`config.mk`:
```
export PLATFORM = sky130hd
export DESIGN_NAME = counting_semaphore_fifo_waitq
export DESIGN_NICKNAME = d
export VERILOG_FILES = /design/src/csem_pkg.sv /design/src/csem_ram.sv /design/src/csem_queue.sv /design/src/counting_semaphore_fifo_waitq.sv
export VERILOG_INCLUDE_DIRS = /design/src /design/src/src
export SDC_FILE = /design/constraint.sdc
export NUM_CORES = 1
export LEC_CHECK = 0
export ABC_AREA = 0
export BUFFER_PORTS_ARGS = -buffer_cell sky130_fd_sc_hd__buf_2
export CAP_MARGIN = 20
export CORE_ASPECT_RATIO = 1.4
export CORE_MARGIN = 1
export CORE_UTILIZATION = 40
export CTS_CLUSTER_SIZE = 16
export DETAILED_ROUTE_END_ITERATION = 8
export GPL_ROUTABILITY_DRIVEN = 0
export PLACE_DENSITY_LB_ADDON = 0.15
export SETUP_SLACK_MARGIN = 0.05
export SLEW_MARGIN = 20
export SYNTH_ARGS = -nofsm -noshare
export SYNTH_HDL_FRONTEND = slang
export SYNTH_SLANG_ARGS = --single-unit
```
`constraint.sdc`:
```
create_clock -name clk -period 6.52 [get_ports clk]
set_clock_uncertainty 0.1 [all_clocks]
set_input_delay 0.326 -clock clk [delete_from_list [all_inputs] [get_ports clk]]
set_output_delay 0.326 -clock clk [all_outputs]
set_load 0.005 [all_outputs]
```
`src/assert_macros.svh`:
```
// Assertion macros shared by the RTL that checks itself.
`ifndef ASSERT_MACROS_SVH
`define ASSERT_MACROS_SVH

// Same-cycle implication, disabled while reset is asserted.
`define ASSERT_IMPL(label, clk, rst_n, ante, cons, msg) \
  label: assert property (@(posedge clk) disable iff (!rst_n) (ante) |-> (cons)) \
    else $error(msg);

// Next-cycle implication, disabled while reset is asserted.
`define ASSERT_NEXT(label, clk, rst_n, ante, cons, msg) \
  label: assert property (@(posedge clk) disable iff (!rst_n) (ante) |=> (cons)) \
    else $error(msg);

`endif

```
`src/csem_pkg.sv`:
```
// Shared types, codes and width helpers for the counting semaphore.
`default_nettype none
package csem_pkg;

  localparam int CNT_W       = 16;
  localparam int CFG_IDX_W   = 8;
  localparam int QUEUE_DEPTH = 16;
  localparam int ID_BITS     = 8;

  localparam logic [CFG_IDX_W-1:0] REG_INITIAL = 8'd0;
  localparam logic [CFG_IDX_W-1:0] REG_MAX     = 8'd1;

  localparam logic [1:0] ACT_WAIT   = 2'd0;
  localparam logic [1:0] ACT_SIGNAL = 2'd1;
  localparam logic [1:0] ACT_REMOVE = 2'd2;

  localparam logic [2:0] ST_GRANTED  = 3'd0;
  localparam logic [2:0] ST_QUEUED   = 3'd1;
  localparam logic [2:0] ST_WOKEN    = 3'd2;
  localparam logic [2:0] ST_RAISED   = 3'd3;
  localparam logic [2:0] ST_REMOVED  = 3'd4;
  localparam logic [2:0] ST_NOTFOUND = 3'd5;
  localparam logic [2:0] ST_FULL     = 3'd6;

  typedef enum logic [1:0] {
    QOP_PUSH   = 2'd0,
    QOP_POP    = 2'd1,
    QOP_REMOVE = 2'd2
  } qop_t;

  typedef struct packed {
    logic go;
    qop_t op;
  } q_req_t;

  typedef struct packed {
    logic done;
    logic found;
  } q_rsp_t;

  function automatic int addr_bits(int depth);
    return (depth > 1) ? $clog2(depth) : 1;
  endfunction

  function automatic int len_bits(int depth);
    return $clog2(depth + 1);
  endfunction

endpackage
`default_nettype wire

```
`src/csem_ram.sv`:
```
// Generic single-write, single-read RAM with registered read data.
`default_nettype none
module csem_ram #(
  parameter int WIDTH = 8,
  parameter int DEPTH = 16
) (
  input  logic                                 clk,
  input  logic                                 we,
  input  logic [csem_pkg::addr_bits(DEPTH)-1:0] waddr,
  input  logic [WIDTH-1:0]                     wdata,
  input  logic [csem_pkg::addr_bits(DEPTH)-1:0] raddr,
  output logic [WIDTH-1:0]                     rdata
);
  import csem_pkg::*;

  logic [WIDTH-1:0] mem_r [DEPTH];
  logic [WIDTH-1:0] rdata_r;

  always_ff @(posedge clk) begin
    if (we) begin
      mem_r[waddr] <= wdata;
    end
    rdata_r <= mem_r[raddr];
  end

  assign rdata = rdata_r;

endmodule
`default_nettype wire

```
`src/csem_queue.sv`:
```
// Circular wait queue with push, pop and remove-by-id sequencer.
`default_nettype none
module csem_queue #(
  parameter int QUEUE_DEPTH = csem_pkg::QUEUE_DEPTH,
  parameter int ID_BITS     = csem_pkg::ID_BITS
) (
  input  logic                                     clk,
  input  logic                                     rst_n,
  input  csem_pkg::q_req_t                         req,
  input  logic [ID_BITS-1:0]                       id,
  output csem_pkg::q_rsp_t                         rsp,
  output logic [ID_BITS-1:0]                       pop_id,
  output logic [csem_pkg::len_bits(QUEUE_DEPTH)-1:0] len
);
  import csem_pkg::*;

  localparam int AW = addr_bits(QUEUE_DEPTH);
  localparam int LW = len_bits(QUEUE_DEPTH);
  localparam int SW = LW + 1;

  typedef enum logic [4:0] {
    Q_IDLE = 5'b00001,
    Q_POP  = 5'b00010,
    Q_CMP  = 5'b00100,
    Q_SHRD = 5'b01000,
    Q_SHWR = 5'b10000
  } qstate_t;

  qstate_t           state_r, state_nxt;
  logic [AW-1:0]     head_r, head_nxt;
  logic [LW-1:0]     len_r, len_nxt;
  logic [LW-1:0]     k_r, k_nxt;
  logic [ID_BITS-1:0] id_r, id_nxt;
  logic [ID_BITS-1:0] pop_id_r, pop_id_nxt;
  logic              done_r, done_nxt;
  logic              found_r, found_nxt;

  logic [LW-1:0]      kp1;
  logic [LW-1:0]      off;
  logic [SW-1:0]      sum;
  logic [AW-1:0]      pos;
  logic               we;
  logic [ID_BITS-1:0] wdata;
  logic [ID_BITS-1:0] rdata;

  csem_ram #(
    .WIDTH(ID_BITS),
    .DEPTH(QUEUE_DEPTH)
  ) u_ram (
    .clk  (clk),
    .we   (we),
    .waddr(pos),
    .wdata(wdata),
    .raddr(pos),
    .rdata(rdata)
  );

  assign kp1 = k_r + LW'(1);

  // Shared address unit: head plus offset, wrapped at the queue depth.
  always_comb begin
    off = '0;
    unique case (state_r)
      Q_IDLE: if (req.go && req.op == QOP_PUSH) off = len_r;
      Q_POP:  off = LW'(1);
      Q_CMP:  off = kp1;
      Q_SHRD: off = kp1;
      Q_SHWR: off = k_r;
      default: off = '0;
    endcase
    sum = SW'(head_r) + SW'(off);
    if (sum >= SW'(QUEUE_DEPTH)) begin
      sum = sum - SW'(QUEUE_DEPTH);
    end
    pos = sum[AW-1:0];
  end

  always_comb begin
    state_nxt  = state_r;
    head_nxt   = head_r;
    len_nxt    = len_r;
    k_nxt      = k_r;
    id_nxt     = id_r;
    pop_id_nxt = pop_id_r;
    done_nxt   = 1'b0;
    found_nxt  = 1'b0;
    we         = 1'b0;
    wdata      = id;
    unique case (state_r)
      Q_IDLE: begin
        if (req.go) begin
          unique case (req.op)
            QOP_PUSH: begin
              we       = 1'b1;
              len_nxt  = len_r + LW'(1);
              done_nxt = 1'b1;
            end
            QOP_POP: state_nxt = Q_POP;
            QOP_REMOVE: begin
              id_nxt    = id;
              k_nxt     = '0;
              state_nxt = Q_CMP;
            end
            default: state_nxt = Q_IDLE;
          endcase
        end
      end
      Q_POP: begin
        pop_id_nxt = rdata;
        head_nxt   = pos;
        len_nxt    = len_r - LW'(1);
        done_nxt   = 1'b1;
        state_nxt  = Q_IDLE;
      end
      Q_CMP: begin
        if (rdata == id_r) begin
          if (kp1 >= len_r) begin
            len_nxt   = len_r - LW'(1);
            done_nxt  = 1'b1;
            found_nxt = 1'b1;
            state_nxt = Q_IDLE;
          end else begin
            state_nxt = Q_SHWR;
          end
        end else if (kp1 >= len_r) begin
          done_nxt  = 1'b1;
          state_nxt = Q_IDLE;
        end else begin
          k_nxt = kp1;
        end
      end
      Q_SHRD: begin
        if (kp1 >= len_r) begin
          len_nxt   = len_r - LW'(1);
          done_nxt  = 1'b1;
          found_nxt = 1'b1;
          state_nxt = Q_IDLE;
        end else begin
          state_nxt = Q_SHWR;
        end
      end
      Q_SHWR: begin
        we        = 1'b1;
        wdata     = rdata;
        k_nxt     = kp1;
        state_nxt = Q_SHRD;
      end
      default: state_nxt = Q_IDLE;
    endcase
  end

  always_ff @(posedge clk) begin
    if (!rst_n) begin
      state_r <= Q_IDLE;
      head_r  <= '0;
      len_r   <= '0;
      done_r  <= 1'b0;
      found_r <= 1'b0;
    end else begin
      state_r <= state_nxt;
      head_r  <= head_nxt;
      len_r   <= len_nxt;
      done_r  <= done_nxt;
      found_r <= found_nxt;
    end
  end

  always_ff @(posedge clk) begin
    k_r      <= k_nxt;
    id_r     <= id_nxt;
    pop_id_r <= pop_id_nxt;
  end

  assign rsp.done  = done_r;
  assign rsp.found = found_r;
  assign pop_id    = pop_id_r;
  assign len       = len_r;

endmodule
`default_nettype wire

```
`src/counting_semaphore_fifo_waitq.sv`:
```
// Counting semaphore with ceiling and FIFO wait queue, top level.
// Grant, raise, full and no-op beats are registered straight from the accept into the output
// register; a queued wait, a wake and a remove run the queue sequencer, a remove comparing
// entries from the head, then moving each later entry down. One beat in flight: the next beat
// is taken once the last result is in the output register, later while it waits behind a stall.
// Reset: count 0, ceiling 65535, queue empty; queue RAM is not cleared (no clearing pass).
`default_nettype none
`include "assert_macros.svh"
module counting_semaphore_fifo_waitq #(
  parameter int QUEUE_DEPTH = csem_pkg::QUEUE_DEPTH,
  parameter int ID_BITS     = csem_pkg::ID_BITS
) (
  input  logic                                       clk,
  input  logic                                       rst_n,
  // input channel
  input  logic                                       in_valid,
  output logic                                       in_stall,
  input  logic [1:0]                                 in_action,
  input  logic [ID_BITS-1:0]                         in_proc_id,
  // result channel
  output logic                                       out_valid,
  input  logic                                       out_stall,
  output logic [2:0]                                 out_status,
  output logic [ID_BITS-1:0]                         out_woken_id,
  output logic [csem_pkg::CNT_W-1:0]                 out_count_now,
  output logic [csem_pkg::len_bits(QUEUE_DEPTH)-1:0] out_waiters_now,
  // configuration write channel
  input  logic                                       cfg_valid,
  output logic                                       cfg_ready,
  input  logic [csem_pkg::CFG_IDX_W-1:0]             cfg_index,
  input  logic [csem_pkg::CNT_W-1:0]                 cfg_data
);
  import csem_pkg::*;

  localparam int LW = len_bits(QUEUE_DEPTH);

  // IDLE: ready for a beat. RUN: queue sequencer busy.
  // PEND: result held because the output register is still occupied.
  typedef enum logic [2:0] {
    S_IDLE = 3'b001,
    S_RUN  = 3'b010,
    S_PEND = 3'b100
  } state_t;

  state_t           state_r, state_nxt;
  logic [CNT_W-1:0] count_r, count_nxt;
  logic [CNT_W-1:0] max_r, max_nxt;
  logic [2:0]       stat_r, stat_nxt;   // status promised to the queued op

  // pending result slot
  logic [2:0]         pend_status_r, pend_status_nxt;
  logic [ID_BITS-1:0] pend_woken_r, pend_woken_nxt;
  logic [CNT_W-1:0]   pend_count_r, pend_count_nxt;
  logic [LW-1:0]      pend_len_r, pend_len_nxt;

  // output register
  logic               out_valid_r, out_valid_nxt;
  logic [2:0]         out_status_r, out_status_nxt;
  logic [ID_BITS-1:0] out_woken_r, out_woken_nxt;
  logic [CNT_W-1:0]   out_count_r, out_count_nxt;
  logic [LW-1:0]      out_len_r, out_len_nxt;

  q_req_t             q_req;
  q_rsp_t             q_rsp;
  logic [ID_BITS-1:0] q_pop_id;
  logic [LW-1:0]      q_len;

  logic               in_accept;
  logic               cfg_we;
  logic               out_free;
  logic               res_vld;
  logic [2:0]         res_status;
  logic [ID_BITS-1:0] res_woken;

  csem_queue #(
    .QUEUE_DEPTH(QUEUE_DEPTH),
    .ID_BITS    (ID_BITS)
  ) u_queue (
    .clk   (clk),
    .rst_n (rst_n),
    .req   (q_req),
    .id    (in_proc_id),
    .rsp   (q_rsp),
    .pop_id(q_pop_id),
    .len   (q_len)
  );

  assign in_stall  = (state_r != S_IDLE);
  assign in_accept = in_valid && !in_stall;
  assign cfg_ready = 1'b1;
  assign cfg_we    = cfg_valid && cfg_ready;
  assign out_free  = !out_valid_r || !out_stall;

  always_comb begin
    state_nxt  = state_r;
    count_nxt  = count_r;
    max_nxt    = max_r;
    stat_nxt   = stat_r;
    q_req.go   = 1'b0;
    q_req.op   = QOP_PUSH;
    res_vld    = 1'b0;
    res_status = ST_NOTFOUND;
    res_woken  = '0;

    // Register writes must be made only while idle (not enforced here); bad indexes drop out.
    if (cfg_we) begin
      if (cfg_index == REG_INITIAL) begin
        if (cfg_data <= max_r) count_nxt = cfg_data;
      end else if (cfg_index == REG_MAX) begin
        if (cfg_data >= count_r) max_nxt = cfg_data;
      end
    end

    unique case (state_r)
      S_IDLE: begin
        if (in_accept) begin
          unique case (in_action)
            ACT_WAIT: begin
              if (count_r != '0) begin
                // units left: grant even with waiters queued
                count_nxt  = count_r - CNT_W'(1);
                res_vld    = 1'b1;
                res_status = ST_GRANTED;
              end else if (q_len == LW'(QUEUE_DEPTH)) begin
                res_vld    = 1'b1;
                res_status = ST_FULL;
              end else begin
                q_req.go  = 1'b1;
                q_req.op  = QOP_PUSH;
                stat_nxt  = ST_QUEUED;
                state_nxt = S_RUN;
              end
            end
            ACT_SIGNAL: begin
              if (q_len == '0) begin
                // no waiter: raise, saturating at the ceiling
                if (count_r < max_r) count_nxt = count_r + CNT_W'(1);
                res_vld    = 1'b1;
                res_status = ST_RAISED;
              end else begin
                q_req.go  = 1'b1;
                q_req.op  = QOP_POP;
                stat_nxt  = ST_WOKEN;
                state_nxt = S_RUN;
              end
            end
            ACT_REMOVE: begin
              if (q_len == '0) begin
                res_vld    = 1'b1;
                res_status = ST_NOTFOUND;
              end else begin
                q_req.go  = 1'b1;
                q_req.op  = QOP_REMOVE;
                stat_nxt  = ST_REMOVED;
                state_nxt = S_RUN;
              end
            end
            default: begin
              // unused action code: no-op reported as not found
              res_vld    = 1'b1;
              res_status = ST_NOTFOUND;
            end
          endcase
        end
      end
      S_RUN: begin
        if (q_rsp.done) begin
          res_vld    = 1'b1;
          res_status = (stat_r == ST_REMOVED && !q_rsp.found) ? ST_NOTFOUND : stat_r;
          res_woken  = (stat_r == ST_WOKEN) ? q_pop_id : '0;
        end
      end
      S_PEND: begin
        state_nxt = S_PEND;
      end
      default: state_nxt = S_IDLE;
    endcase

    // Result routing: straight into the output register when it is free,
    // else park it in the pending slot.
    pend_status_nxt = pend_status_r;
    pend_woken_nxt  = pend_woken_r;
    pend_count_nxt  = pend_count_r;
    pend_len_nxt    = pend_len_r;
    out_status_nxt  = out_status_r;
    out_woken_nxt   = out_woken_r;
    out_count_nxt   = out_count_r;
    out_len_nxt     = out_len_r;
    out_valid_nxt   = out_valid_r && out_stall;

    if (res_vld) begin
      if (out_free) begin
        out_valid_nxt  = 1'b1;
        out_status_nxt = res_status;
        out_woken_nxt  = res_woken;
        out_count_nxt  = count_nxt;
        out_len_nxt    = q_len;
        state_nxt      = S_IDLE;
      end else begin
        pend_status_nxt = res_status;
        pend_woken_nxt  = res_woken;
        pend_count_nxt  = count_nxt;
        pend_len_nxt    = q_len;
        state_nxt       = S_PEND;
      end
    end else if (state_r == S_PEND && out_free) begin
      out_valid_nxt  = 1'b1;
      out_status_nxt = pend_status_r;
      out_woken_nxt  = pend_woken_r;
      out_count_nxt  = pend_count_r;
      out_len_nxt    = pend_len_r;
      state_nxt      = S_IDLE;
    end
  end

  always_ff @(posedge clk) begin
    if (!rst_n) begin
      state_r     <= S_IDLE;
      count_r     <= '0;
      max_r       <= {CNT_W{1'b1}};
      out_valid_r <= 1'b0;
    end else begin
      state_r     <= state_nxt;
      count_r     <= count_nxt;
      max_r       <= max_nxt;
      out_valid_r <= out_valid_nxt;
    end
  end

  always_ff @(posedge clk) begin
    stat_r        <= stat_nxt;
    pend_status_r <= pend_status_nxt;
    pend_woken_r  <= pend_woken_nxt;
    pend_count_r  <= pend_count_nxt;
    pend_len_r    <= pend_len_nxt;
    out_status_r  <= out_status_nxt;
    out_woken_r   <= out_woken_nxt;
    out_count_r   <= out_count_nxt;
    out_len_r     <= out_len_nxt;
  end

  assign out_valid       = out_valid_r;
  assign out_status      = out_status_r;
  assign out_woken_id    = out_woken_r;
  assign out_count_now   = out_count_r;
  assign out_waiters_now = out_len_r;

  // queue answers only while an op is outstanding
  `ASSERT_IMPL(a_done_in_run, clk, rst_n, q_rsp.done, state_r == S_RUN, "queue done outside RUN")
  // a parked result implies the output register is occupied
  `ASSERT_IMPL(a_pend_out_busy, clk, rst_n, state_r == S_PEND, out_valid_r, "PEND with free output")
  // count never above the ceiling
  `ASSERT_IMPL(a_count_ceiling, clk, rst_n, 1'b1, count_r <= max_r, "count above max_count")
  // a queue op starts only from IDLE and leaves the block busy
  `ASSERT_NEXT(a_go_busy, clk, rst_n, q_req.go, state_r == S_RUN, "queue op did not enter RUN")

endmodule
`default_nettype wire

```
==> flow_summary.yaml, run 1 <==
synthesis:
  synthFlopType: "edfxtp_1"
  syn-mean-instance-area_sq_um: 11.8
  syn-cell-area_sq_um: 13900
  yosysUniqueCellTypes: 76
  ys_seq_area_share_pct: 55.2
  async_flop_share_pct: 0
  synth_edf_count: 216
  synthCells: 1185
  synth-warning-count: 0
  ys_ff_latch: 276
  syn_nets: 1296
place:
  dp_hpwl_um: 28300
  place.port_buffers: 72
  placed_area_sq_um: 14800
timing:
  period_share_pct: 77.8
  fmax_mhz: 197
  fin_setup_tns_ps: 0
  hold_viol_final: 0
  finalCriticalPeriod_ps: 5070
  worst_pin_slew_ps: 1090
  maxSlewHeadroom_pct: 27.4
  hold_ws_ps: 28.0
  grt_setup_unrepaired: "no"
  setup_viol: 0
  drv_slew: 0
global_route:
  antenna_found_initial: 0
  grt_pass1_vias: 10100
  grt_overflow: 0
  grt_max_degree: 36
  grt_first_pass_wirelength_um: 59900
  track_usage_pct: 22.1
cts:
  clk_latency_ps: 570
  cts_tree: "built"
  cts_buffers: 29
  cts_max_level: 1
  cts-root-buf: "clkbuf_16"
  clockBufferDepth: 3
  clock-sinks: 276
  postCtsSetupBuffers: 0
  cts_resized: 0
  clkSlewWorstSetupHoldPaths_ps: 70
setup_path:
  end_kind: "register"
  regToRegSetupSlack_ps: 1450
  rr_endpoint: "u_queue.u_ram.mem_r[4][3]"
  r2r_start: "count_r[1]"
  cp-start-kind: "register"
  cp_max_fo: 11
  required_ps: 6610
  cp_data_arrival_time_ps: 5160
  worstSetupPathType: "reg2reg"
  r2r_cells: 14
detailed_routing:
  finalWirelength_um: 38700
  drtIter0Drc: 667
  via_count: 9891
  routed_via_density: 5.64
  drc: 0
  ant_nets: 0
  dr.pass1.iters: 5
  wl_per_cell_um: 22.1
floorplanning:
  rows: 80
  die_h_um: 223
  die_area_sq_um: 35600
  ios: 74
  start_util_pct: 40.7
  die_w_um: 160
  core-area_sq_um: 34200
worst_hold_path:
  min_to: "stat_r[1]"
  holdPathStages: 2
  hold_path.class: "in2reg"
  min_from: "in_action[0]"
finish:
  fill_cells: 3166
  design_area_sq_um: 16000
  diodes: 0
  drive_gt1_share_pct: 15.8
  nets: 1391
  syn_to_final_growth_pct: 15.2
flow_run:
  max_cap_viol_count: 0
run_status:
  status: "completed"
power_and_ir_drop:
  vdd_drop_max_uv: 200
  power.leakage_uw: 0.00599
  powerDensity_nw_per_um2: 303
-- metrics by stage --
| stage | util [%] | std cells | worst slack (ps) | power [uW] |
|---|---|---|---|---|
| floorplan | - | 1185 | 1830 | 2860 |
| global placement | 43.3 | 1677 | 1390 | 3200 |
| detailed placement | 43.3 | 1677 | 1500 | 3210 |
| CTS | 46.8 | 1753 | 1450 | 4880 |
| global route | 46.9 | 1754 | 958 | 5080 |
| finish | 46.9 | 1754 | 1450 | 4860 |
-- registers in the layout (all words and copies together) (netlist names), 4 cells and up --
name and cells:
pend_count_r 16, u_queue.u_ram.mem_r 128, u_queue.u_ram.rdata 8, max_r 16, u_queue.id_r 8, pend_len_r 5
u_queue.state_r 5, u_queue.k_r 5, out_count_now 16, u_queue.head_r 4, count_r 16, u_queue.pop_id 8
out_waiters_now 5, u_queue.len 5, pend_woken_r 8, out_woken_id 8
-- how the worst max path moves through the flow --
stage                   start                         to  slack, ps  cells past startpoint
2_1_floorplan      count_r[1]  u_queue.u_ram.mem_r[1][0]       1830                     16
3_3_place_gp   u_queue.len[0]  u_queue.u_ram.mem_r[0][6]       1390                     14
3_5_place_dp   u_queue.len[0]  u_queue.u_ram.mem_r[4][2]       1500                     14
4_1_cts        u_queue.len[0]  u_queue.u_ram.mem_r[4][3]       1450                     14
5_1_grt        u_queue.len[0]  u_queue.u_ram.mem_r[4][3]        960                     14
6_report           count_r[1]  u_queue.u_ram.mem_r[4][3]       1450                     14
-- what timing repair did --
action / in CTS / in global routing
hold buffers: 22 / 0
hold endpoints to repair: 22 / 0
endpoints found under the setup margin: 0 / 0
-- cell families after synthesis --
family	share of synthesized area (%)
AOI/OAI and AO/OA	11.2
muxes	7.53
buffers and inverters	3.59
and+or+nand+nor	14.5
DFF	55.2
xor gates and xnor gates	1.38
adders and majority gates	6.58
other	0.0269
-- cell usage after synthesis, types with 7 or more instances --
master    count  area (sq um)
a21o_1       34           255
ha_1         70           876
and2_1       14          87.6
nor3b_1      15           113
nand2_1     107           402
a21oi_1      50           250
mux2i_1      26           260
clkbuf_1     36           135
xnor2_1      18           158
nor4_1       19           119
edfxtp_1    216          6490
nand2b_1      8          50.1
o31ai_1       8          60.1
and3_1       11          68.8
nand3_1      63           315
o21ai_0      63           315
nor3_1       30           150
nor2_1       62           233
inv_1        62           233
buf_2        12          60.1
a211oi_1     13          97.6
dfxtp_1      60          1200
or3_1         7          43.8
a31oi_1      19           119
mux4_2       32           721
nand4_1      21           131
-- worst max-delay path, cell delays in order (launching register included) --
cell and delay [ps]:
dfxtp_1 420, inv_1 170, ha_1 230, nor3b_4 320, and4_1 450, a41oi_4 190, nor4_4 410, nand2_1 100
nand3_1 110, ha_2 190, inv_1 60, fa_1 530, inv_1 60, or3_1 430, nor3b_1 900
-- power by group --
group | switching [uW] | total (uW) | internal [uW] | leakage (uW)
Clock | 710 | 1660 | 945 | 0.000449
Combinational | 684 | 1060 | 375 | 0.00309
Sequential | 106 | 2150 | 2040 | 0.00245
-- per-layer routing --
metal,global-route usage (%),up-vias,wire (um),share of wire (%)
met5,0,-,0,0
met3,2.35,89,1470,3.8
met4,9.99,0,1760,4.5
li1,-,4691,-,-
met2,42.5,290,21100,55
met1,24.0,4821,14400,37
-- placed cells by master, fill, tap and decap left out, drive strengths merged, types with 5 or more instances in the layout --
master       count
nor3b           16
dlygate4sd3     22
nand4           21
and3            11
or3              8
inv             65
mux2i           26
clkbuf          39
nand2b           8
o21ai           64
nor3            30
a31oi           19
o22ai            5
clkinv           5
dfxtp           60
nor4            21
a211oi          14
nand2          107
a21o            34
nand3           64
mux2             6
ha              70
buf            100
or4              6
o32ai            5
a21oi           50
nor2            64
clkinvlp         7
mux4            32
edfxtp         216
and2            14
xnor2           18
o31ai            8
-- area by class of cell --
cell class | count | area (sq um) | area share, %
flip-flops and latches | 276 | 7690 | 47.9
repair buffers | 122 | 811 | 5.05
multi-input cells | 788 | 5780 | 36.0
clock inverters | 15 | 129 | 0.803
clock buffers | 39 | 836 | 5.21
inverters | 63 | 236 | 1.47
well taps | 451 | 564 | 3.52
No activity file was read; power rests on OpenSTA's default activity.
==> inputs of run 2 (changes only) <==
==> constraint.sdc (replaced) <==
create_clock -name clk -period 4.4 [get_ports clk]
set_clock_uncertainty 0.1 [all_clocks]
set_input_delay 0.22 -clock clk [delete_from_list [all_inputs] [get_ports clk]]
set_output_delay 0.22 -clock clk [all_outputs]
set_load 0.005 [all_outputs]
==> flow_summary.yaml, run 2 (same netlist as run 1, synthesis figures left out) <==
power_and_ir_drop:
  vdd_drop_max_uv: 325
  power.leakage_uw: 0.00630
  powerDensity_nw_per_um2: 452
floorplanning:
  die_h_um: 223
  die_w_um: 160
  rows: 80
  start_util_pct: 40.7
  ios: 74
  die_area_sq_um: 35600
  core-area_sq_um: 34200
detailed_routing:
  routed_via_density: 5.63
  drc: 0
  dr.pass1.iters: 7
  drtIter0Drc: 639
  ant_nets: 0
  via_count: 10200
  finalWirelength_um: 39300
  wl_per_cell_um: 21.7
timing:
  hold_viol_final: 0
  worst_pin_slew_ps: 930
  grt_setup_unrepaired: "yes"
  fmax_mhz: 239
  period_share_pct: 95.1
  maxSlewHeadroom_pct: 37.8
  drv_slew: 0
  setup_viol: 0
  finalCriticalPeriod_ps: 4180
finish:
  diodes: 0
  seq_area_sq_um: 7690
  nets: 1448
  largest-register: "u_queue.u_ram.mem_r"
  syn_to_final_growth_pct: 20.0
  final_common_cell: "edfxtp_1"
  fill_cells: 3094
  mostFrequentLayoutCells: "edfxtp_1 (216), nand2_1 (107), buf_2 (72), ha_1 (69), buf_4 (65)"
  multiInputGateArea_sq_um: 5890
  fin_cells: 1809
  design_area_sq_um: 16700
  largest_reg_flops: 128
  drive_gt1_share_pct: 19.3
global_route:
  grt_overflow: 0
  grt_pass1_vias: 10200
  antenna_found_initial: 0
  track_usage_pct: 22.3
  grt_first_pass_wirelength_um: 60200
  grt_max_degree: 36
setup_path:
  end_kind: "register"
  cp-start-kind: "register"
  path_cells: "nor4_4 -> nand2_1 -> nand3_1 -> ha_1 -> nand2_1 -> nor4_4 -> nand2_1 -> nand3_1 -> ha_2 -> inv_1 -> fa_1 -> inv_1 -> or3_1 -> nor3b_2"
  crit_path_frequent_cell: "nand2_1"
  cp_max_fo: 8
  required_ps: 4510
  cp_data_arrival_time_ps: 4290
  cpPeakStageDelay_ps: 580
  cp_slowest_cell: "nor3b_2"
  worstSetupPathType: "reg2reg"
place:
  place.port_buffers: 72
  placedCellCount: 1717
  dp_hpwl_um: 29000
  placed_area_sq_um: 15200
cts:
  clkSlewWorstSetupHoldPaths_ps: 70
  cts_tree: "built"
  clk_latency_ps: 580
  clockBufferDepth: 3
  clock-sinks: 276
  cts-root-buf: "clkbuf_16"
  cts_buffers: 28
  postCtsSetupBuffers: 0
  cts_max_level: 1
run_status:
  status: "completed"
flow_run:
  max_cap_viol_count: 0
worst_hold_path:
  hold_path.class: "in2reg"
## run 2: cell types whose count changed in the layout (fill, tap and decap cells not counted), moves of 4 or more
| cell | change |
|---|---|
| buf_4 | +38 |
| dlygate4sd3_1 | +19 |
| nor3b_1 | -7 |
| bufinv_16 | +6 |
| nor3_1 | -5 |
| nor3_2 | +5 |
| nor3b_2 | +4 |
## run 2: layout make-up
type,count,share of cell area [%]
inverter,63,1.42
multi-input combinational,788,35.3
sequential,276,46.0
tap,451,3.38
timing repair buffer,180,7.72
clock inverter,20,1.95
clock buffer,31,4.26
## run 2: final timing paths
kind | depth (start not counted) | start | slack, ps | endpoint
setup / recovery | 14 | u_queue.len[0] | 220 | u_queue.u_ram.mem_r[4][7]
setup reg to reg | 14 | u_queue.len[0] | 220 | u_queue.u_ram.mem_r[4][7]
hold reg to reg | 2 | u_queue.head_r[0] | 360 | u_queue.head_r[0]
hold / removal | 3 | out_stall | 30 | state_r[2]
## run 2: critical path, delay by kind of cell, from the launching register on
family | cells | cell delay [ps]
buffers and inverters | 2 | 130
DFF | 1 | 330
and+or+nand+nor | 9 | 2300
adders and majority gates | 3 | 940
## run 2: routing by layer
metal	GRT usage, %	vias up	share of wire (%)
met1	24.0	4970	37
met2	42.3	306	54
met3	2.50	103	3.5
met4	11.9	0	5.3
met5	0	-	0
li1	-	4798	-
## run 2: repair_timing
action | 4_1_cts | 5_1_grt
endpoints found under the setup margin | 8 | 136
pin swaps | 0 | 0
hold endpoints to repair | 27 | 0
hold buffers | 41 | 0
resized for setup | 1 | 10
## run 2: stage by stage
| stage | hold slack, ps | utilization [%] | setup slack (ps) | setup TNS, ps | total power, uW |
|---|---|---|---|---|---|
| final | 34.8 | 48.8 | 217 | 0 | 7550 |
| after global routing | 39.7 | 48.8 | -30.0 | -340 | 7890 |
| after CTS | 7.96 | 48.6 | 84.4 | 0 | 7600 |
| after detailed placement | 316 | 44.4 | -16.2 | -128 | 4890 |
| after global placement | 316 | 44.4 | 56.3 | 0 | 4880 |
| after floorplan | 219 | - | -173 | -4560 | 4230 |
## run 2: power breakdown
part,switching (uW),internal [uW],total [uW]
logic,1100,655,1760
registers,85.5,3030,3110
clock network,1080,1600,2680
==> inputs of run 3 (changes only) <==
--- a/config.mk
+++ b/config.mk
@@ -16,6 +16,7 @@
 export DETAILED_ROUTE_END_ITERATION = 8
 export GPL_ROUTABILITY_DRIVEN = 0
 export PLACE_DENSITY_LB_ADDON = 0.15
+export RECOVER_POWER = 100
 export SETUP_SLACK_MARGIN = 0.05
 export SLEW_MARGIN = 20
 export SYNTH_ARGS = -nofsm -noshare
==> flow_summary.yaml, run 3 (same netlist as run 1, synthesis figures left out) <==
cts:
  cts_max_level: 1
  cts-root-buf: "clkbuf_16"
  clock-sinks: 276
  clkSlewWorstSetupHoldPaths_ps: 70
  postCtsSetupBuffers: 0
  clk_latency_ps: 580
  clockBufferDepth: 3
  cts_tree: "built"
  cts_buffers: 28
timing:
  worst_pin_slew_ps: 931
  finalCriticalPeriod_ps: 4180
  maxSlewHeadroom_pct: 37.8
  hold_ws_ps: 36.4
  drv_slew: 0
  period_share_pct: 95.1
  fin_setup_tns_ps: 0
  hold_viol_final: 0
  setup_viol: 0
  grt_setup_unrepaired: "yes"
  fmax_mhz: 239
finish:
  design_area_sq_um: 16700
  fill_cells: 3101
  drive_gt1_share_pct: 18.5
  mostFrequentLayoutCells: "edfxtp_1 (216), nand2_1 (107), ha_1 (69), buf_2 (64)"
  largest-register: "u_queue.u_ram.mem_r"
  diodes: 0
  fin_util_pct: 48.8
  largest_reg_flops: 128
  final_common_cell: "edfxtp_1"
  nets: 1448
  syn_to_final_growth_pct: 19.8
power_and_ir_drop:
  vdd_drop_max_uv: 325
  power.leakage_uw: 0.00626
  powerDensity_nw_per_um2: 453
floorplanning:
  core-area_sq_um: 34200
  rows: 80
  die_h_um: 223
  die_area_sq_um: 35600
  die_w_um: 160
  start_util_pct: 40.7
  ios: 74
setup_path:
  required_ps: 4510
  end_kind: "register"
  worstSetupPathType: "reg2reg"
  cp-start-kind: "register"
  cp_max_fo: 8
  cp_data_arrival_time_ps: 4290
global_route:
  grt_first_pass_wirelength_um: 60200
  grt_overflow: 0
  track_usage_pct: 22.3
  antenna_found_initial: 0
  grt_pass1_vias: 10200
  grt_max_degree: 36
place:
  dp_hpwl_um: 29000
  place.port_buffers: 72
  placed_area_sq_um: 15200
detailed_routing:
  drc: 0
  dr.pass1.iters: 7
  ant_nets: 0
  drtIter0Drc: 651
  via_count: 10200
  routed_via_density: 5.62
  finalWirelength_um: 39300
  wl_per_cell_um: 21.7
flow_run:
  max_cap_viol_count: 0
worst_hold_path:
  hold_path.class: "in2reg"
run_status:
  status: "completed"
-- run 3: per-stage QoR --
step | setup slack (ps) | power (uW) | std cells
6_report | 218 | 7550 | 1809
3_3_place_gp | 56.3 | 4880 | 1717
3_5_place_dp | -16.2 | 4890 | 1717
5_1_grt | -44.0 | 7890 | 1809
4_1_cts | 84.4 | 7600 | 1809
2_1_floorplan | -173 | 4230 | 1185
-- run 3: where the power goes --
group	leakage [uW]	internal, uW	switching [uW]	total [uW]
sequential	0.00245	3030	85.5	3110
combinational	0.00332	653	1110	1760
clock	0.000494	1600	1080	2680
total	0.00626	5280	2270	7550
-- run 3: repair_timing --
item | CTS | global route
endpoints found under the setup margin | 8 | 136
gates resized for setup | 1 | 10
endpoints found under the hold margin | 27 | 0
cloned | 0 | 0
hold buffers | 41 | 0
-- run 3: metal layers --
metal	wire, um	global-route usage (%)
met1	14600	24.0
met5	0	0
met2	21200	42.3
met3	1300	2.50
met4	2130	11.9
-- run 3: worst paths after layout --
check                           cells past startpoint  slack (ps)         startpoint                         to
worst max register to register                     14         220     u_queue.len[0]  u_queue.u_ram.mem_r[4][7]
worst min-delay path                                3          40          out_stall                 state_r[2]
worst min register to register                      2         360  u_queue.head_r[0]          u_queue.head_r[0]
worst max-delay path                               14         220     u_queue.len[0]  u_queue.u_ram.mem_r[4][7]
-- run 3: cell type report --
cell class	count	area [sq um]	share of cell area (%)
Sequential cell	276	7690	46.1
Multi-Input combinational cell	788	5890	35.3
Timing Repair Buffer	180	1270	7.60
Clock buffer	31	712	4.27
Tap cell	451	564	3.38
Clock inverter	20	327	1.96
Inverter	63	236	1.42
-- run 3: worst max-delay path, cell delays in order (launching register included) --
cell and delay (ps):
dfxtp_1 330, nor4_4 300, nand2_1 130, nand3_1 150, ha_1 210, nand2_1 120
nor4_4 350, nand2_1 90, nand3_1 100, ha_2 200, inv_1 50, fa_1 540
inv_1 80, or3_1 480, nor3b_2 580
